**config.mk**
```make
export PLATFORM = sky130hd
export DESIGN_NAME = double_ended_queue_flat
export DESIGN_NICKNAME = d
export VERILOG_FILES = /design/src/sv/deq_pkg.sv /design/src/sv/deq_in_if.sv /design/src/sv/deq_out_if.sv /design/src/sv/double_ended_queue.sv /design/src/sv/deq_ram.sv /design/src/sv/deq_dp.sv /design/src/sv/deq_ctrl.sv /design/src/flat_wrapper.sv
export SDC_FILE = /design/constraint.sdc
export NUM_CORES = 1
export LEC_CHECK = 0
export BUFFER_PORTS_ARGS = -buffer_cell sky130_fd_sc_hd__buf_2
export CAP_MARGIN = 20
export CORE_MARGIN = 5
export CORE_UTILIZATION = 66
export DETAILED_ROUTE_END_ITERATION = 12
export MAX_ROUTING_LAYER = met4
export PLACE_DENSITY_LB_ADDON = 0.1
export SLEW_MARGIN = 10
export SYNTH_ARGS = -nofsm -noshare
export SYNTH_HDL_FRONTEND = slang
export SYNTH_SLANG_ARGS = --single-unit
```
**constraint.sdc**
```tcl
create_clock -name i_clk -period 9.4 [get_ports i_clk]
set_clock_uncertainty 0.1 [all_clocks]
set_input_delay 1.41 -clock i_clk [delete_from_list [all_inputs] [get_ports i_clk]]
set_output_delay 1.41 -clock i_clk [all_outputs]
set_load 0.05 [all_outputs]
```
**src/sv/deq_pkg.sv**
```systemverilog
// Package for the double-ended queue: sizes, opcodes, controller/datapath structs
// and the ring index helpers.
// No dependencies.
package deq_pkg;

    localparam int DEPTH      = 16;
    localparam int DATA_WIDTH = 32;
    localparam int ADDR_W     = $clog2(DEPTH);
    localparam int CNT_W      = $clog2(DEPTH + 1);

    // fixed widths of the channel fields
    localparam int OP_W  = 2;
    localparam int VAL_W = 32;
    localparam int OCC_W = 5;

    typedef logic [ADDR_W-1:0]     t_addr;
    typedef logic [CNT_W-1:0]      t_count;
    typedef logic [DATA_WIDTH-1:0] t_data;

    typedef enum logic [OP_W-1:0] {
        OP_PUSH_FRONT = 2'd0,
        OP_PUSH_BACK  = 2'd1,
        OP_POP_FRONT  = 2'd2,
        OP_POP_BACK   = 2'd3
    } t_opcode;

    // controller -> datapath
    typedef struct packed {
        logic    exec;      // item transferred this cycle
        t_opcode op;
        logic    load_pop;  // RAM read data is valid, capture it
    } t_cmd;

    // datapath -> controller
    typedef struct packed {
        logic empty;
        logic full;
    } t_status;

    // (base + off) mod DEPTH, both operands already below DEPTH
    function automatic t_addr ring_add(input t_addr base, input t_addr off);
        logic [ADDR_W:0] sum;
        sum = {1'b0, base} + {1'b0, off};
        if (sum >= (ADDR_W + 1)'(DEPTH)) begin
            sum = sum - (ADDR_W + 1)'(DEPTH);
        end
        return sum[ADDR_W-1:0];
    endfunction

    function automatic t_addr ring_inc(input t_addr idx);
        return (idx == ADDR_W'(DEPTH - 1)) ? '0 : idx + 1'b1;
    endfunction

    function automatic t_addr ring_dec(input t_addr idx);
        return (idx == '0) ? ADDR_W'(DEPTH - 1) : idx - 1'b1;
    endfunction

endpackage

```
**src/sv/deq_in_if.sv**
```systemverilog
// Request channel of the double-ended queue: valid/ready plus opcode and value.
// Depends on deq_pkg.
interface deq_in_if;
    logic                       valid;
    logic                       ready;
    logic [deq_pkg::OP_W-1:0]   opcode;
    logic [deq_pkg::VAL_W-1:0]  push_value;

    modport source (output valid, output opcode, output push_value, input ready);
    modport sink   (input valid, input opcode, input push_value, output ready);
endinterface

```
**src/sv/deq_out_if.sv**
```systemverilog
// Result channel of the double-ended queue: valid/ready plus status, value, occupancy.
// Depends on deq_pkg.
interface deq_out_if;
    logic                       valid;
    logic                       ready;
    logic                       ok;
    logic [deq_pkg::VAL_W-1:0]  pop_value;
    logic [deq_pkg::OCC_W-1:0]  occupancy;

    modport source (output valid, output ok, output pop_value, output occupancy,
                    input ready);
    modport sink   (input valid, input ok, input pop_value, input occupancy,
                    output ready);
endinterface

```
**src/sv/double_ended_queue.sv**
```systemverilog
// Top level of the bounded double-ended queue: request and result channels,
// controller and datapath. Depends on deq_pkg, deq_in_if, deq_out_if,
// deq_ctrl and deq_dp.
//
// Usage:
//   i_req carries one operation per transfer: opcode (push front, push back,
//   pop front, pop back) and push_value. o_rsp returns exactly one result per
//   request: ok, pop_value (zero unless a pop succeeded) and the occupancy
//   after the operation. A push into a full queue or a pop from an empty one
//   gives ok = 0 and leaves the queue untouched.
//   Pushes and failed pops show their result the cycle after the transfer;
//   a successful pop passes through the registered read of the slot RAM
//   and then the result register.
//   Throughput: one push or failed pop per cycle while results are taken;
//   a successful pop holds off new requests until its RAM read is captured.
//   Reset (synchronous, i_rst_n low) empties the queue and drops any
//   pending result; slot contents are not cleared.
//   A stalled result holds in the output register; a new request is still
//   taken in the cycle the waiting result is transferred.
module double_ended_queue (
    input  logic       i_clk,
    input  logic       i_rst_n,
    deq_in_if.sink     i_req,
    deq_out_if.source  o_rsp
);

    deq_pkg::t_cmd    cmd;
    deq_pkg::t_status status;
    logic             in_ready;
    logic             out_valid;

    deq_ctrl u_ctrl (
        .i_clk       (i_clk),
        .i_rst_n     (i_rst_n),
        .i_in_valid  (i_req.valid),
        .i_opcode    (i_req.opcode),
        .i_out_ready (o_rsp.ready),
        .i_status    (status),
        .o_in_ready  (in_ready),
        .o_out_valid (out_valid),
        .o_cmd       (cmd)
    );

    deq_dp u_dp (
        .i_clk        (i_clk),
        .i_rst_n      (i_rst_n),
        .i_cmd        (cmd),
        .i_push_value (i_req.push_value),
        .o_status     (status),
        .o_ok         (o_rsp.ok),
        .o_pop_value  (o_rsp.pop_value),
        .o_occupancy  (o_rsp.occupancy)
    );

    assign i_req.ready = in_ready;
    assign o_rsp.valid = out_valid;

endmodule

```
**src/sv/deq_ram.sv**
```systemverilog
// Generic single-write, single-read RAM with registered read data.
// No dependencies.
module deq_ram #(
    parameter int WIDTH = 32,
    parameter int DEPTH = 16
) (
    input  logic                     i_clk,
    input  logic                     i_we,
    input  logic [$clog2(DEPTH)-1:0] i_waddr,
    input  logic [WIDTH-1:0]         i_wdata,
    input  logic [$clog2(DEPTH)-1:0] i_raddr,
    output logic [WIDTH-1:0]         o_rdata
);

    logic [WIDTH-1:0] r_mem [DEPTH];
    logic [WIDTH-1:0] r_rdata;

    always_ff @(posedge i_clk) begin
        if (i_we) begin
            r_mem[i_waddr] <= i_wdata;
        end
        r_rdata <= r_mem[i_raddr];
    end

    assign o_rdata = r_rdata;

endmodule

```
**src/sv/deq_dp.sv**
```systemverilog
// Datapath of the double-ended queue: ring pointers, slot RAM and result register.
// Depends on deq_pkg and deq_ram.
module deq_dp (
    input  logic                      i_clk,
    input  logic                      i_rst_n,
    input  deq_pkg::t_cmd             i_cmd,
    input  logic [deq_pkg::VAL_W-1:0] i_push_value,
    output deq_pkg::t_status          o_status,
    output logic                      o_ok,
    output logic [deq_pkg::VAL_W-1:0] o_pop_value,
    output logic [deq_pkg::OCC_W-1:0] o_occupancy
);

    deq_pkg::t_addr  r_front;
    deq_pkg::t_count r_count;
    logic            r_ok;
    logic [deq_pkg::VAL_W-1:0] r_pop_value;
    logic [deq_pkg::OCC_W-1:0] r_occupancy;

    deq_pkg::t_addr  n_front;
    deq_pkg::t_count n_count;
    logic            is_push;
    logic            op_ok;
    logic            we;
    deq_pkg::t_addr  waddr;
    deq_pkg::t_addr  raddr;
    deq_pkg::t_addr  back_addr;
    deq_pkg::t_addr  last_addr;
    deq_pkg::t_data  rdata;

    assign o_status.empty = (r_count == '0);
    assign o_status.full  = (r_count == deq_pkg::CNT_W'(deq_pkg::DEPTH));

    assign is_push = (i_cmd.op == deq_pkg::OP_PUSH_FRONT) ||
                     (i_cmd.op == deq_pkg::OP_PUSH_BACK);
    assign op_ok   = is_push ? !o_status.full : !o_status.empty;

    // slot just past the back, and the back slot itself
    assign back_addr = deq_pkg::ring_add(r_front, r_count[deq_pkg::ADDR_W-1:0]);
    assign last_addr = deq_pkg::ring_add(r_front,
                           deq_pkg::ADDR_W'(r_count - 1'b1));

    always_comb begin
        n_front = r_front;
        n_count = r_count;
        we      = 1'b0;
        waddr   = back_addr;
        raddr   = r_front;
        if (i_cmd.exec && op_ok) begin
            case (i_cmd.op)
                deq_pkg::OP_PUSH_FRONT: begin
                    n_front = deq_pkg::ring_dec(r_front);
                    waddr   = n_front;
                    we      = 1'b1;
                    n_count = r_count + 1'b1;
                end
                deq_pkg::OP_PUSH_BACK: begin
                    waddr   = back_addr;
                    we      = 1'b1;
                    n_count = r_count + 1'b1;
                end
                deq_pkg::OP_POP_FRONT: begin
                    raddr   = r_front;
                    n_front = deq_pkg::ring_inc(r_front);
                    n_count = r_count - 1'b1;
                end
                default: begin
                    raddr   = last_addr;
                    n_count = r_count - 1'b1;
                end
            endcase
        end
    end

    deq_ram #(
        .WIDTH (deq_pkg::DATA_WIDTH),
        .DEPTH (deq_pkg::DEPTH)
    ) u_slots (
        .i_clk   (i_clk),
        .i_we    (we),
        .i_waddr (waddr),
        .i_wdata (deq_pkg::DATA_WIDTH'(i_push_value)),
        .i_raddr (raddr),
        .o_rdata (rdata)
    );

    always_ff @(posedge i_clk) begin
        if (!i_rst_n) begin
            r_front <= '0;
            r_count <= '0;
        end else begin
            r_front <= n_front;
            r_count <= n_count;
        end
    end

    // result payload; pop data is captured from the registered RAM read on load_pop
    always_ff @(posedge i_clk) begin
        if (i_cmd.exec) begin
            r_ok        <= op_ok;
            r_occupancy <= deq_pkg::OCC_W'(n_count);
            r_pop_value <= '0;
        end else if (i_cmd.load_pop) begin
            r_pop_value <= deq_pkg::VAL_W'(rdata);
        end
    end

    assign o_ok        = r_ok;
    assign o_pop_value = r_pop_value;
    assign o_occupancy = r_occupancy;

    a_count_bound: assert property (@(posedge i_clk) disable iff (!i_rst_n)
        r_count <= deq_pkg::CNT_W'(deq_pkg::DEPTH))
        else $error("stored count above depth");

    a_refused_holds: assert property (@(posedge i_clk) disable iff (!i_rst_n)
        i_cmd.exec && !op_ok |=> $stable(r_count) && $stable(r_front))
        else $error("refused operation changed the pointers");

    a_push_grows: assert property (@(posedge i_clk) disable iff (!i_rst_n)
        i_cmd.exec && op_ok && is_push |=> r_count == $past(r_count) + 1'b1)
        else $error("accepted push did not grow the queue");

    a_pop_shrinks: assert property (@(posedge i_clk) disable iff (!i_rst_n)
        i_cmd.exec && op_ok && !is_push |=> r_count == $past(r_count) - 1'b1)
        else $error("accepted pop did not shrink the queue");

endmodule

```
**src/sv/deq_ctrl.sv**
```systemverilog
// Controller of the double-ended queue: handshake, sequencing of RAM reads,
// result valid flag.
// Depends on deq_pkg.
module deq_ctrl (
    input  logic                     i_clk,
    input  logic                     i_rst_n,
    input  logic                     i_in_valid,
    input  logic [deq_pkg::OP_W-1:0] i_opcode,
    input  logic                     i_out_ready,
    input  deq_pkg::t_status         i_status,
    output logic                     o_in_ready,
    output logic                     o_out_valid,
    output deq_pkg::t_cmd            o_cmd
);

    typedef enum logic {
        S_IDLE,
        S_READ
    } t_state;

    t_state           r_state;
    logic             r_out_valid;
    deq_pkg::t_opcode op;
    logic             accept;
    logic             pop_hit;

    assign op         = deq_pkg::t_opcode'(i_opcode);
    assign o_in_ready = (r_state == S_IDLE) && (!r_out_valid || i_out_ready);
    assign accept     = i_in_valid && o_in_ready;
    assign pop_hit    = accept && !i_status.empty &&
                        ((op == deq_pkg::OP_POP_FRONT) || (op == deq_pkg::OP_POP_BACK));

    assign o_cmd.exec     = accept;
    assign o_cmd.op       = op;
    assign o_cmd.load_pop = (r_state == S_READ);

    always_ff @(posedge i_clk) begin
        if (!i_rst_n) begin
            r_state     <= S_IDLE;
            r_out_valid <= 1'b0;
        end else begin
            case (r_state)
                S_IDLE: begin
                    if (pop_hit) begin
                        r_state     <= S_READ;
                        r_out_valid <= 1'b0;
                    end else if (accept) begin
                        r_out_valid <= 1'b1;
                    end else if (i_out_ready) begin
                        r_out_valid <= 1'b0;
                    end
                end
                S_READ: begin
                    // output register is free here: the transfer waited for it
                    r_state     <= S_IDLE;
                    r_out_valid <= 1'b1;
                end
                default: begin
                    r_state     <= S_IDLE;
                    r_out_valid <= 1'b0;
                end
            endcase
        end
    end

    assign o_out_valid = r_out_valid;

    a_pop_reads: assert property (@(posedge i_clk) disable iff (!i_rst_n)
        pop_hit |=> r_state == S_READ && !r_out_valid)
        else $error("successful pop did not wait for the RAM read");

    a_read_done: assert property (@(posedge i_clk) disable iff (!i_rst_n)
        r_state == S_READ |=> r_state == S_IDLE && r_out_valid)
        else $error("read cycle did not present its result");

    a_no_take_in_read: assert property (@(posedge i_clk) disable iff (!i_rst_n)
        r_state == S_READ |-> !o_in_ready)
        else $error("request taken during a RAM read");

endmodule
```
**src/flat_wrapper.sv**
```systemverilog
// flat-port wrapper written by rule: the top's interface ports become plain ports
module double_ended_queue_flat 
  (i_clk, i_rst_n, i_req_valid, i_req_opcode, i_req_push_value, i_req_ready, o_rsp_valid, o_rsp_ok, o_rsp_pop_value, o_rsp_occupancy, o_rsp_ready);
  deq_in_if i_req_i ();
  deq_out_if o_rsp_i ();
  input  logic i_clk;
  input  logic i_rst_n;
  input wire logic [$bits(i_req_i.valid)-1:0] i_req_valid;
  input wire logic [$bits(i_req_i.opcode)-1:0] i_req_opcode;
  input wire logic [$bits(i_req_i.push_value)-1:0] i_req_push_value;
  output wire logic [$bits(i_req_i.ready)-1:0] i_req_ready;
  output wire logic [$bits(o_rsp_i.valid)-1:0] o_rsp_valid;
  output wire logic [$bits(o_rsp_i.ok)-1:0] o_rsp_ok;
  output wire logic [$bits(o_rsp_i.pop_value)-1:0] o_rsp_pop_value;
  output wire logic [$bits(o_rsp_i.occupancy)-1:0] o_rsp_occupancy;
  input wire logic [$bits(o_rsp_i.ready)-1:0] o_rsp_ready;
  assign i_req_i.valid = i_req_valid;
  assign i_req_i.opcode = i_req_opcode;
  assign i_req_i.push_value = i_req_push_value;
  assign i_req_ready = i_req_i.ready;
  assign o_rsp_valid = o_rsp_i.valid;
  assign o_rsp_ok = o_rsp_i.ok;
  assign o_rsp_pop_value = o_rsp_i.pop_value;
  assign o_rsp_occupancy = o_rsp_i.occupancy;
  assign o_rsp_i.ready = o_rsp_ready;
  double_ended_queue u_core (.i_clk(i_clk), .i_rst_n(i_rst_n), .i_req(i_req_i), .o_rsp(o_rsp_i));
endmodule
```
==> results of run 1 <==
## worst max-delay path, stage by stage
cell	delay (ps)
buf_2	210
xnor2_1	330
o211a_1	780
nand3_4	630
nand2_4	630
buf_4	630
nor2_2	170
buf_4	290
a221o_1	360
o31ai_2	180
## through the flow
step / utilization / setup WS, ps / cells / instance area, sq um
detailed placement: 0.695 / 3600 / 2107 / 24800
global placement: 0.695 / 3780 / 2107 / 24800
global route: 0.749 / 3930 / 2213 / 26700
finish: 0.749 / 4120 / 2213 / 26700
floorplan: - / 4700 / 1662 / 23900
CTS: 0.749 / 4230 / 2213 / 26700
## logic make-up (layout without fill, tap and decap cells)
family	Yosys count	after routing	synth area share
multiplexers	100	100	0.0431
AND/OR/NAND/NOR	371	371	0.0761
XOR/XNOR	16	16	0.00587
buffers and inverters	143	233	0.0267
flip-flops	593	593	0.714
AO/OA/AOI/OAI	427	427	0.127
adder cells (fa/ha/maj)	12	12	0.00691
## final cells by class
type / instances / area (sq um)
Clock buffer: 69 / 1500
Clock inverter: 37 / 432
Fill cell: 2213 / 8940
Inverter: 8 / 30.0
Multi-Input combinational cell: 926 / 6410
Sequential cell: 593 / 17100
Tap cell: 461 / 577
Timing Repair Buffer: 119 / 701
## routing by layer
metal | share of wire | GRT usage | wire (um)
met1 | 0.39 | 0.420 | 23700
met3 | 0.094 | 0.0485 | 5690
met2 | 0.49 | 0.486 | 29500
met5 | 0 | - | 0
met4 | 0.029 | 0.0920 | 1760
## state kept, by name, indices dropped and copies added, names as in the netlist
signal / count
u_core.u_ctrl.r_state: 1
u_core.u_dp.o_pop_value: 32
u_core.u_ctrl.o_out_valid: 1
u_core.u_dp.u_slots.o_rdata: 32
u_core.u_dp.o_occupancy: 5
u_core.u_dp.o_ok: 1
u_core.u_dp.r_front: 4
u_core.u_dp.u_slots.r_mem: 512
u_core.u_dp.r_count: 5
## worst max path at each step
stage,from,to,depth (start not counted)
global placement,i_req_opcode[1],u_core.u_dp.u_slots.o_rdata[2],10
CTS,i_req_opcode[1],u_core.u_dp.u_slots.o_rdata[3],10
detailed placement,i_req_opcode[1],u_core.u_dp.u_slots.o_rdata[3],10
finish,i_req_opcode[1],u_core.u_dp.u_slots.o_rdata[3],10
global route,i_req_opcode[1],u_core.u_dp.u_slots.o_rdata[3],10
floorplan,i_req_opcode[1],u_core.u_dp.u_slots.r_mem[6][0],7
## power groups by stage
stage / clock [mW] / combinational, mW / sequential (mW)
floorplan: 0 / 0.879 / 3.24
global placement: 0 / 1.33 / 3.19
detailed placement: 0 / 1.37 / 3.19
CTS: 2.36 / 1.39 / 3.14
global route: 2.49 / 1.50 / 3.16
finish: 2.35 / 1.40 / 3.14
## layout by cell type (no fill, tap or decap), types with 49 or more instances in the layout
cell | synthesis | final
buf_2 | 23 | 77
nand3_1 | 104 | 104
nor2_1 | 67 | 49
o21ai_0 | 92 | 92
edfxtp_1 | 518 | 518
mux2i_1 | 78 | 78
a31oi_1 | 53 | 53
nand2_1 | 96 | 94
dfxtp_1 | 75 | 74
a211oi_1 | 79 | 79
clkbuf_16 | 0 | 58
==> impl_metrics.env, run 1 <==
export IMPL_gp_congestion=0.819
export IMPL_ys_warn_count=0
export IMPL_diodes=0
export IMPL_cts_resized=0
export IMPL_hold_class="reg -> reg"
export IMPL_crit_fanout=48
export IMPL_synth_nets=1712
export IMPL_detailed_place_hpwl_um=32000
export IMPL_hold_viol_final=0
export IMPL_leakage_nw=8.95
export IMPL_fmax_mhz=189
export IMPL_cp_arrival_ps=5690
export IMPL_holdBufCountCts=0
export IMPL_holdPathEnd="u_core.u_dp.o_pop_value[7]"
export IMPL_syn_cell_area_sq_um=23900
export IMPL_final_max_slew_viol_count=0
export IMPL_synth_avg_cell_area_sq_um=14.4
export IMPL_crit_type="in -> reg"
export IMPL_syn_to_final_growth_pct=11.8
export IMPL_synthCells=1662
export IMPL_clock_latency_ps=610
export IMPL_synthTopCellsByCount="518 x edfxtp_1, 104 x nand3_1, 97 x clkbuf_1"
export IMPL_synthTopCellsByArea="edfxtp_1 65%, dfxtp_1 6.3%, mux2i_1 3.3%"
export IMPL_rsz0062_at_grt="false"
export IMPL_worst_hold_slack_ps=372
export IMPL_cts_made_buffers=58
export IMPL_dieWidth_um=200
export IMPL_p_seq_frac=0.456
export IMPL_cp_end_kind="flip-flop"
export IMPL_final_nets=1756
export IMPL_required_ps=9810
export IMPL_yosysUniqueCellTypes=61
export IMPL_pwr_share_comb=0.203
export IMPL_grt_pass1_wl_um=92300
export IMPL_vdd_drop_max_mv=0.171
export IMPL_dieArea_sq_um=40100
export IMPL_power_mw=6.89
export IMPL_cts_tree="done"
export IMPL_tightestPinTransition_ps=1030
export IMPL_yosys_cell_count_top_type="edfxtp_1"
export IMPL_hp_start="u_core.u_dp.u_slots.o_rdata[7]"
export IMPL_port_buffers=77
export IMPL_holdPathStages=2
export IMPL_vias=15400
export IMPL_grt_pass1_vias=15400
export IMPL_cts_root_buf="clkbuf_16"
export IMPL_finalSetupTns_ps=0
export IMPL_rows=69
export IMPL_synth_edff_count=518
export IMPL_grt_overflow_total=0
export IMPL_worstReg2RegStart="u_core.u_dp.r_count[0]"
export IMPL_regToRegSetupSlack_ps=4350
export IMPL_grt_usage=0.307
export IMPL_crit_path_start_kind="input pin"
export IMPL_die_h_um=200
export IMPL_wl_per_cell_um=27.4
export IMPL_rr_worst_depth=11
export IMPL_maxCapViolCount=0
export IMPL_sw_frac_of_total=0.293
export IMPL_cts_clk_slew_worst_paths_ps=60
export IMPL_ant_nets=0
export IMPL_drive_above_1_share=0.158
export IMPL_ys_ff_latch=593
export IMPL_route_detailed_drc=0
export IMPL_synth_top_area_cell="edfxtp_1"
export IMPL_setup_violations=0
export IMPL_wl_um=60600
export IMPL_clkSinkCount=593
export IMPL_pin_count=78
export IMPL_p_clk_frac=0.341
export IMPL_first_iter_violations=1968
export IMPL_clk_path_buf_depth=3
export IMPL_fin_crit_sh=0.561
export IMPL_fin_crit_ps=5280
export IMPL_cts_htree_levels=2
export IMPL_post_cts_buffers=0
export IMPL_yosysSeqAreaShare=0.714
export IMPL_slew_headroom=0.310
export IMPL_first_pass_iters=6
export IMPL_grt_max_degree=85
export IMPL_synth_ff_type="edfxtp_1"
export IMPL_intPower_mw=4.87
export IMPL_avgViaCountPerCell=6.94
export IMPL_start_util=0.670
export IMPL_status="finished clean"
export IMPL_async_reset_ff_frac=0
export IMPL_p_sw_mw=2.02
export IMPL_reg2reg_to="u_core.u_dp.u_slots.o_rdata[3]"
export IMPL_core_sq_um=35700
export IMPL_powerDensity_nw_per_um2=258
export IMPL_grt_antenna_before_repair=0
export IMPL_synth_top_cell_area_share=0.651
Power figures use the tool's default switching activity.
==> run 2: changes to the inputs <==
CORE_UTILIZATION = 62   (was 66)
clock period = 5.28 ns   (was 9.4 ns; I/O delays follow)
==> run 2 against run 1 <==
  * Power grew 76%
  * Core utilization shrank 4.7 points
  * Global-route usage shrank 1.1 points
  * Setup slack lost 3200 ps
  * Count of clock-buffer cells in the layout grew 10
  * Critical path type is now reg -> reg
  * Largest cell class unchanged
  * Largest power group unchanged
==> impl_metrics.env, run 2 (synthesized netlist as in run 1, its figures left out) <==
export IMPL_finalSetupTns_ps=0
export IMPL_final_fill_count=2617
export IMPL_clk_path_buf_depth=3
export IMPL_grt_usage=0.295
export IMPL_grt_pass1_vias=15000
export IMPL_final_nets=1770
export IMPL_clock_latency_ps=610
export IMPL_drive_above_1_share=0.165
export IMPL_crit_fanout=72
export IMPL_cp_arrival_ps=4770
export IMPL_pin_count=78
export IMPL_holdPathStages=3
export IMPL_cts_made_buffers=56
export IMPL_syn_to_final_growth_pct=12.7
export IMPL_diodes=0
export IMPL_holdPathEnd="u_core.u_ctrl.o_out_valid"
export IMPL_seqCellArea_sq_um=17100
export IMPL_dieWidth_um=206
export IMPL_grt_overflow_total=0
export IMPL_port_buffers=77
export IMPL_dieArea_sq_um=42600
export IMPL_cts_root_buf="clkbuf_16"
export IMPL_ant_nets=0
export IMPL_gp_congestion=0.834
export IMPL_die_h_um=206
export IMPL_crit_path_start_kind="flip-flop"
export IMPL_worst_hold_slack_ps=360
export IMPL_slew_headroom=0.249
export IMPL_grt_antenna_before_repair=0
export IMPL_regToRegSetupSlack_ps=890
export IMPL_final_common_cell="edfxtp_1"
export IMPL_vias=15100
export IMPL_largest_reg_flops=512
export IMPL_cts_clk_slew_worst_paths_ps=60
export IMPL_wl_per_cell_um=26.5
export IMPL_hp_start="i_req_valid"
export IMPL_critPathMaxStageDelay_ps=770
export IMPL_hold_viol_final=0
export IMPL_setup_violations=0
export IMPL_maxCapViolCount=0
export IMPL_crit_top_cell="buf_4"
export IMPL_final_cell_mix="518 x edfxtp_1, 104 x nand3_1, 94 x nand2_1"
export IMPL_rr_worst_depth=11
export IMPL_reg2reg_to="u_core.u_dp.u_slots.o_rdata[9]"
export IMPL_rsz0062_at_grt="false"
export IMPL_hold_class="in -> reg"
export IMPL_grt_max_degree=93
export IMPL_cts_htree_levels=2
export IMPL_fin_crit_sh=0.832
export IMPL_wl_um=60500
export IMPL_tightestPinTransition_ps=1130
export IMPL_final_max_slew_viol_count=0
export IMPL_detailed_place_hpwl_um=33400
export IMPL_cts_tree="done"
export IMPL_status="finished clean"
export IMPL_fin_crit_ps=4390
export IMPL_start_util=0.622
export IMPL_core_sq_um=38400
export IMPL_clkSinkCount=593
export IMPL_cts_resized=0
export IMPL_crit_type="reg -> reg"
export IMPL_first_pass_iters=7
export IMPL_leakage_nw=9.05
export IMPL_path_cells="inv_1 -> ha_1 -> or3b_4 -> o211a_1 -> and3_1 -> buf_4 -> nor2_4 -> buf_4 -> nand2_1 -> o32ai_1 -> o31ai_2"
export IMPL_cp_end_kind="flip-flop"
export IMPL_avgViaCountPerCell=6.62
export IMPL_grt_pass1_wl_um=91500
export IMPL_fmax_mhz=228
export IMPL_holdBufCountCts=0
export IMPL_required_ps=5660
export IMPL_rows=72
export IMPL_route_detailed_drc=0
export IMPL_post_cts_buffers=0
export IMPL_worstReg2RegStart="u_core.u_dp.r_count[0]"
export IMPL_multi_input_area_sq_um=6410
export IMPL_top_register="u_core.u_dp.u_slots.r_mem"
export IMPL_vdd_drop_max_mv=0.325
export IMPL_cpMaxStageDelayCell="buf_4"
export IMPL_first_iter_violations=1574
export IMPL_powerDensity_nw_per_um2=451
[run 2: worst max path at each step]
stage / slack (ps) / cells after the start / to / from
detailed placement: 890 / 10 / u_core.u_dp.u_slots.o_rdata[15] / i_req_opcode[1]
global placement: 990 / 10 / u_core.u_dp.u_slots.o_rdata[0] / i_req_opcode[1]
finish: 890 / 11 / u_core.u_dp.u_slots.o_rdata[9] / u_core.u_dp.r_count[0]
CTS: 990 / 11 / u_core.u_dp.u_slots.o_rdata[18] / u_core.u_dp.r_count[0]
floorplan: 1200 / 7 / u_core.u_dp.u_slots.r_mem[6][0] / i_req_opcode[1]
global route: 710 / 11 / u_core.u_dp.u_slots.o_rdata[15] / u_core.u_dp.r_count[0]
[run 2: power breakdown]
part	switching, mW	leakage (nW)	internal, mW
registers	0.160	5.29	5.42
logic	1.74	2.85	0.823
clock network	1.69	0.918	2.31
total	3.59	9.05	8.55
[run 2: per-stage QoR]
step | worst slack [ps] | cell area (sq um) | instances | power [mW] | utilization
2_1_floorplan | 1200 | 23900 | 1662 | 7.33 | -
3_3_place_gp | 988 | 25100 | 2179 | 8.15 | 0.653
3_5_place_dp | 889 | 25100 | 2179 | 8.20 | 0.653
4_1_cts | 994 | 26900 | 2285 | 12.2 | 0.701
5_1_grt | 714 | 26900 | 2286 | 12.6 | 0.702
6_report | 889 | 26900 | 2286 | 12.1 | 0.702
[run 2: worst max-delay path: cells and delay by family (launching register included)]
| family | cells | cell delay, ps |
|---|---|---|
| AND/OR/NAND/NOR | 4 | 1350 |
| buffers and inverters | 3 | 1110 |
| AO/OA/AOI/OAI | 3 | 1080 |
| flip-flops | 1 | 360 |
| adder cells (fa/ha/maj) | 1 | 230 |
[run 2: area by class of cell]
| cell class | instances | area share |
|---|---|---|
| Tap cell | 518 | 0.0241 |
| Timing Repair Buffer | 135 | 0.0347 |
| Clock buffer | 79 | 0.0594 |
| Multi-Input combinational cell | 926 | 0.238 |
| Sequential cell | 593 | 0.633 |
| Clock inverter | 27 | 0.00920 |
| Inverter | 8 | 0.00111 |
[run 2: layer usage]
layer  vias up  share of wire  track usage
li1       6679              -            -
met4         0          0.031       0.0943
met2       735           0.47        0.456
met3       140          0.091       0.0609
met5         -              0            -
met1      7588           0.41        0.401
==> run 3: changes to the inputs <==
CORE_UTILIZATION = 56   (was 62)
clock period = 3.8 ns   (was 5.28 ns; I/O delays follow)
==> run 3 against run 2 <==
  * Clock power is 38% higher
  * Critical path depth is 1 higher
  * Worst hold slack lost 240 ps
  * Count of clock-buffer cells in the layout increased by 9
  * Die area is 10% higher
==> impl_metrics.env, run 3 (synthesized netlist as in run 1, its figures left out) <==
export IMPL_status="finished clean"
export IMPL_die_h_um=217
export IMPL_required_ps=4190
export IMPL_regToRegSetupSlack_ps=200
export IMPL_grt_overflow_total=0
export IMPL_grt_max_degree=89
export IMPL_hold_viol_final=0
export IMPL_dp_slack_ps=174
export IMPL_tightestPinTransition_ps=1040
export IMPL_rsz0062_at_grt="false"
export IMPL_grt_pass1_wl_um=94900
export IMPL_clkSinkCount=593
export IMPL_top_register="u_core.u_dp.u_slots.r_mem"
export IMPL_holdBufCountCts=0
export IMPL_cts_resized=0
export IMPL_maxCapViolCount=0
export IMPL_start_util=0.568
export IMPL_rr_worst_depth=12
export IMPL_drive_above_1_share=0.177
export IMPL_grt_antenna_before_repair=1
export IMPL_fin_crit_sh=0.946
export IMPL_cp_end_kind="flip-flop"
export IMPL_syn_to_final_growth_pct=14.8
export IMPL_first_iter_violations=1683
export IMPL_wl_um=63100
export IMPL_route_detailed_drc=0
export IMPL_final_common_cell="edfxtp_1"
export IMPL_dieWidth_um=217
export IMPL_largest_reg_flops=512
export IMPL_wl_per_cell_um=26.9
export IMPL_finalSetupTns_ps=0
export IMPL_crit_path_start_kind="flip-flop"
export IMPL_vias=15400
export IMPL_grt_usage=0.274
export IMPL_cp_arrival_ps=3980
export IMPL_powerDensity_nw_per_um2=623
export IMPL_port_buffers=77
export IMPL_fin_crit_ps=3600
export IMPL_clock_latency_ps=610
export IMPL_cts_clk_slew_worst_paths_ps=60
export IMPL_fmax_mhz=278
export IMPL_cts_tree="done"
export IMPL_vdd_drop_max_mv=0.372
export IMPL_core_sq_um=42000
export IMPL_clk_path_buf_depth=3
export IMPL_final_max_slew_viol_count=0
export IMPL_final_cell_mix="518 x edfxtp_1, 104 x nand3_1, 94 x nand2_1"
export IMPL_ant_nets=0
export IMPL_pin_count=78
export IMPL_cts_made_buffers=57
export IMPL_cts_htree_levels=2
export IMPL_rows=75
export IMPL_critPathLaunch="u_core.u_dp.r_count[0]"
export IMPL_dieArea_sq_um=46900
export IMPL_slew_headroom=0.308
export IMPL_grt_pass1_vias=15200
export IMPL_worstReg2RegStart="u_core.u_dp.r_count[0]"
export IMPL_final_nets=1806
export IMPL_gp_congestion=0.826
export IMPL_critical_path_endpoint="u_core.u_dp.u_slots.o_rdata[6]"
export IMPL_first_pass_iters=5
export IMPL_avgViaCountPerCell=6.55
export IMPL_crit_fanout=41
export IMPL_setup_violations=0
export IMPL_detailed_place_hpwl_um=36200
export IMPL_reg2reg_to="u_core.u_dp.u_slots.o_rdata[6]"
export IMPL_leakage_nw=9.27
export IMPL_crit_type="reg -> reg"
export IMPL_setup_ws_ps=205
export IMPL_hold_class="in -> reg"
export IMPL_cts_root_buf="clkbuf_16"
export IMPL_post_cts_buffers=0
[run 3: worst min-delay path by stage]
stage | from | end | slack [ps] | depth (start not counted)
final | i_req_valid | u_core.u_ctrl.o_out_valid | 120 | 3
after floorplan | u_core.u_dp.u_slots.o_rdata[27] | u_core.u_dp.o_pop_value[27] | 340 | 2
after CTS | i_req_valid | u_core.u_ctrl.o_out_valid | 90 | 3
after global placement | u_core.u_dp.u_slots.o_rdata[6] | u_core.u_dp.o_pop_value[6] | 350 | 2
after global routing | i_req_valid | u_core.u_ctrl.o_out_valid | 130 | 3
after detailed placement | u_core.u_dp.u_slots.o_rdata[23] | u_core.u_dp.o_pop_value[23] | 360 | 2
[run 3: layout make-up]
| type | instances | area, sq um |
|---|---|---|
| clock inverters | 20 | 173 |
| fillers | 3034 | 14600 |
| multi-input cells | 926 | 6420 |
| flip-flops and latches | 593 | 17100 |
| repair buffers | 170 | 1410 |
| diodes | 1 | 2.50 |
| well taps | 539 | 674 |
| inverters | 8 | 30.0 |
| clock buffers | 88 | 1660 |
[run 3: metrics by stage]
stage	area [sq um]	util	total power [mW]	hold WS (ps)	cells
floorplan	23900	-	10.2	340	1662
global placement	25600	0.609	11.6	349	2236
detailed placement	25600	0.609	11.6	356	2236
CTS	27400	0.652	17.1	91.0	2344
global route	27400	0.652	17.7	128	2345
finish	27400	0.652	17.1	122	2345
[run 3: layer usage]
layer  global-route usage  share of wire  wire length, um
met5                    -              0                0
met4               0.0833          0.027             1680
met3               0.0431          0.077             4840
met2                0.428           0.47            29800
met1                0.378           0.42            26800
[run 3: worst max-delay path: stages (launching register included)]
cell,delay (ps)
dfxtp_1,450
inv_1,150
ha_1,270
xor2_1,160
ha_1,350
a21oi_1,100
a211o_1,290
a211o_1,390
xor2_4,190
buf_12,220
buf_4,240
a2111o_1,410
o311ai_1,120
[run 3: power by group]
| part | switching (mW) | internal (mW) | leakage [nW] |
|---|---|---|---|
| combinational | 2.48 | 1.27 | 3.09 |
| sequential | 0.247 | 7.53 | 5.29 |
| clock | 2.35 | 3.19 | 0.893 |
| total | 5.08 | 12.0 | 9.27 |
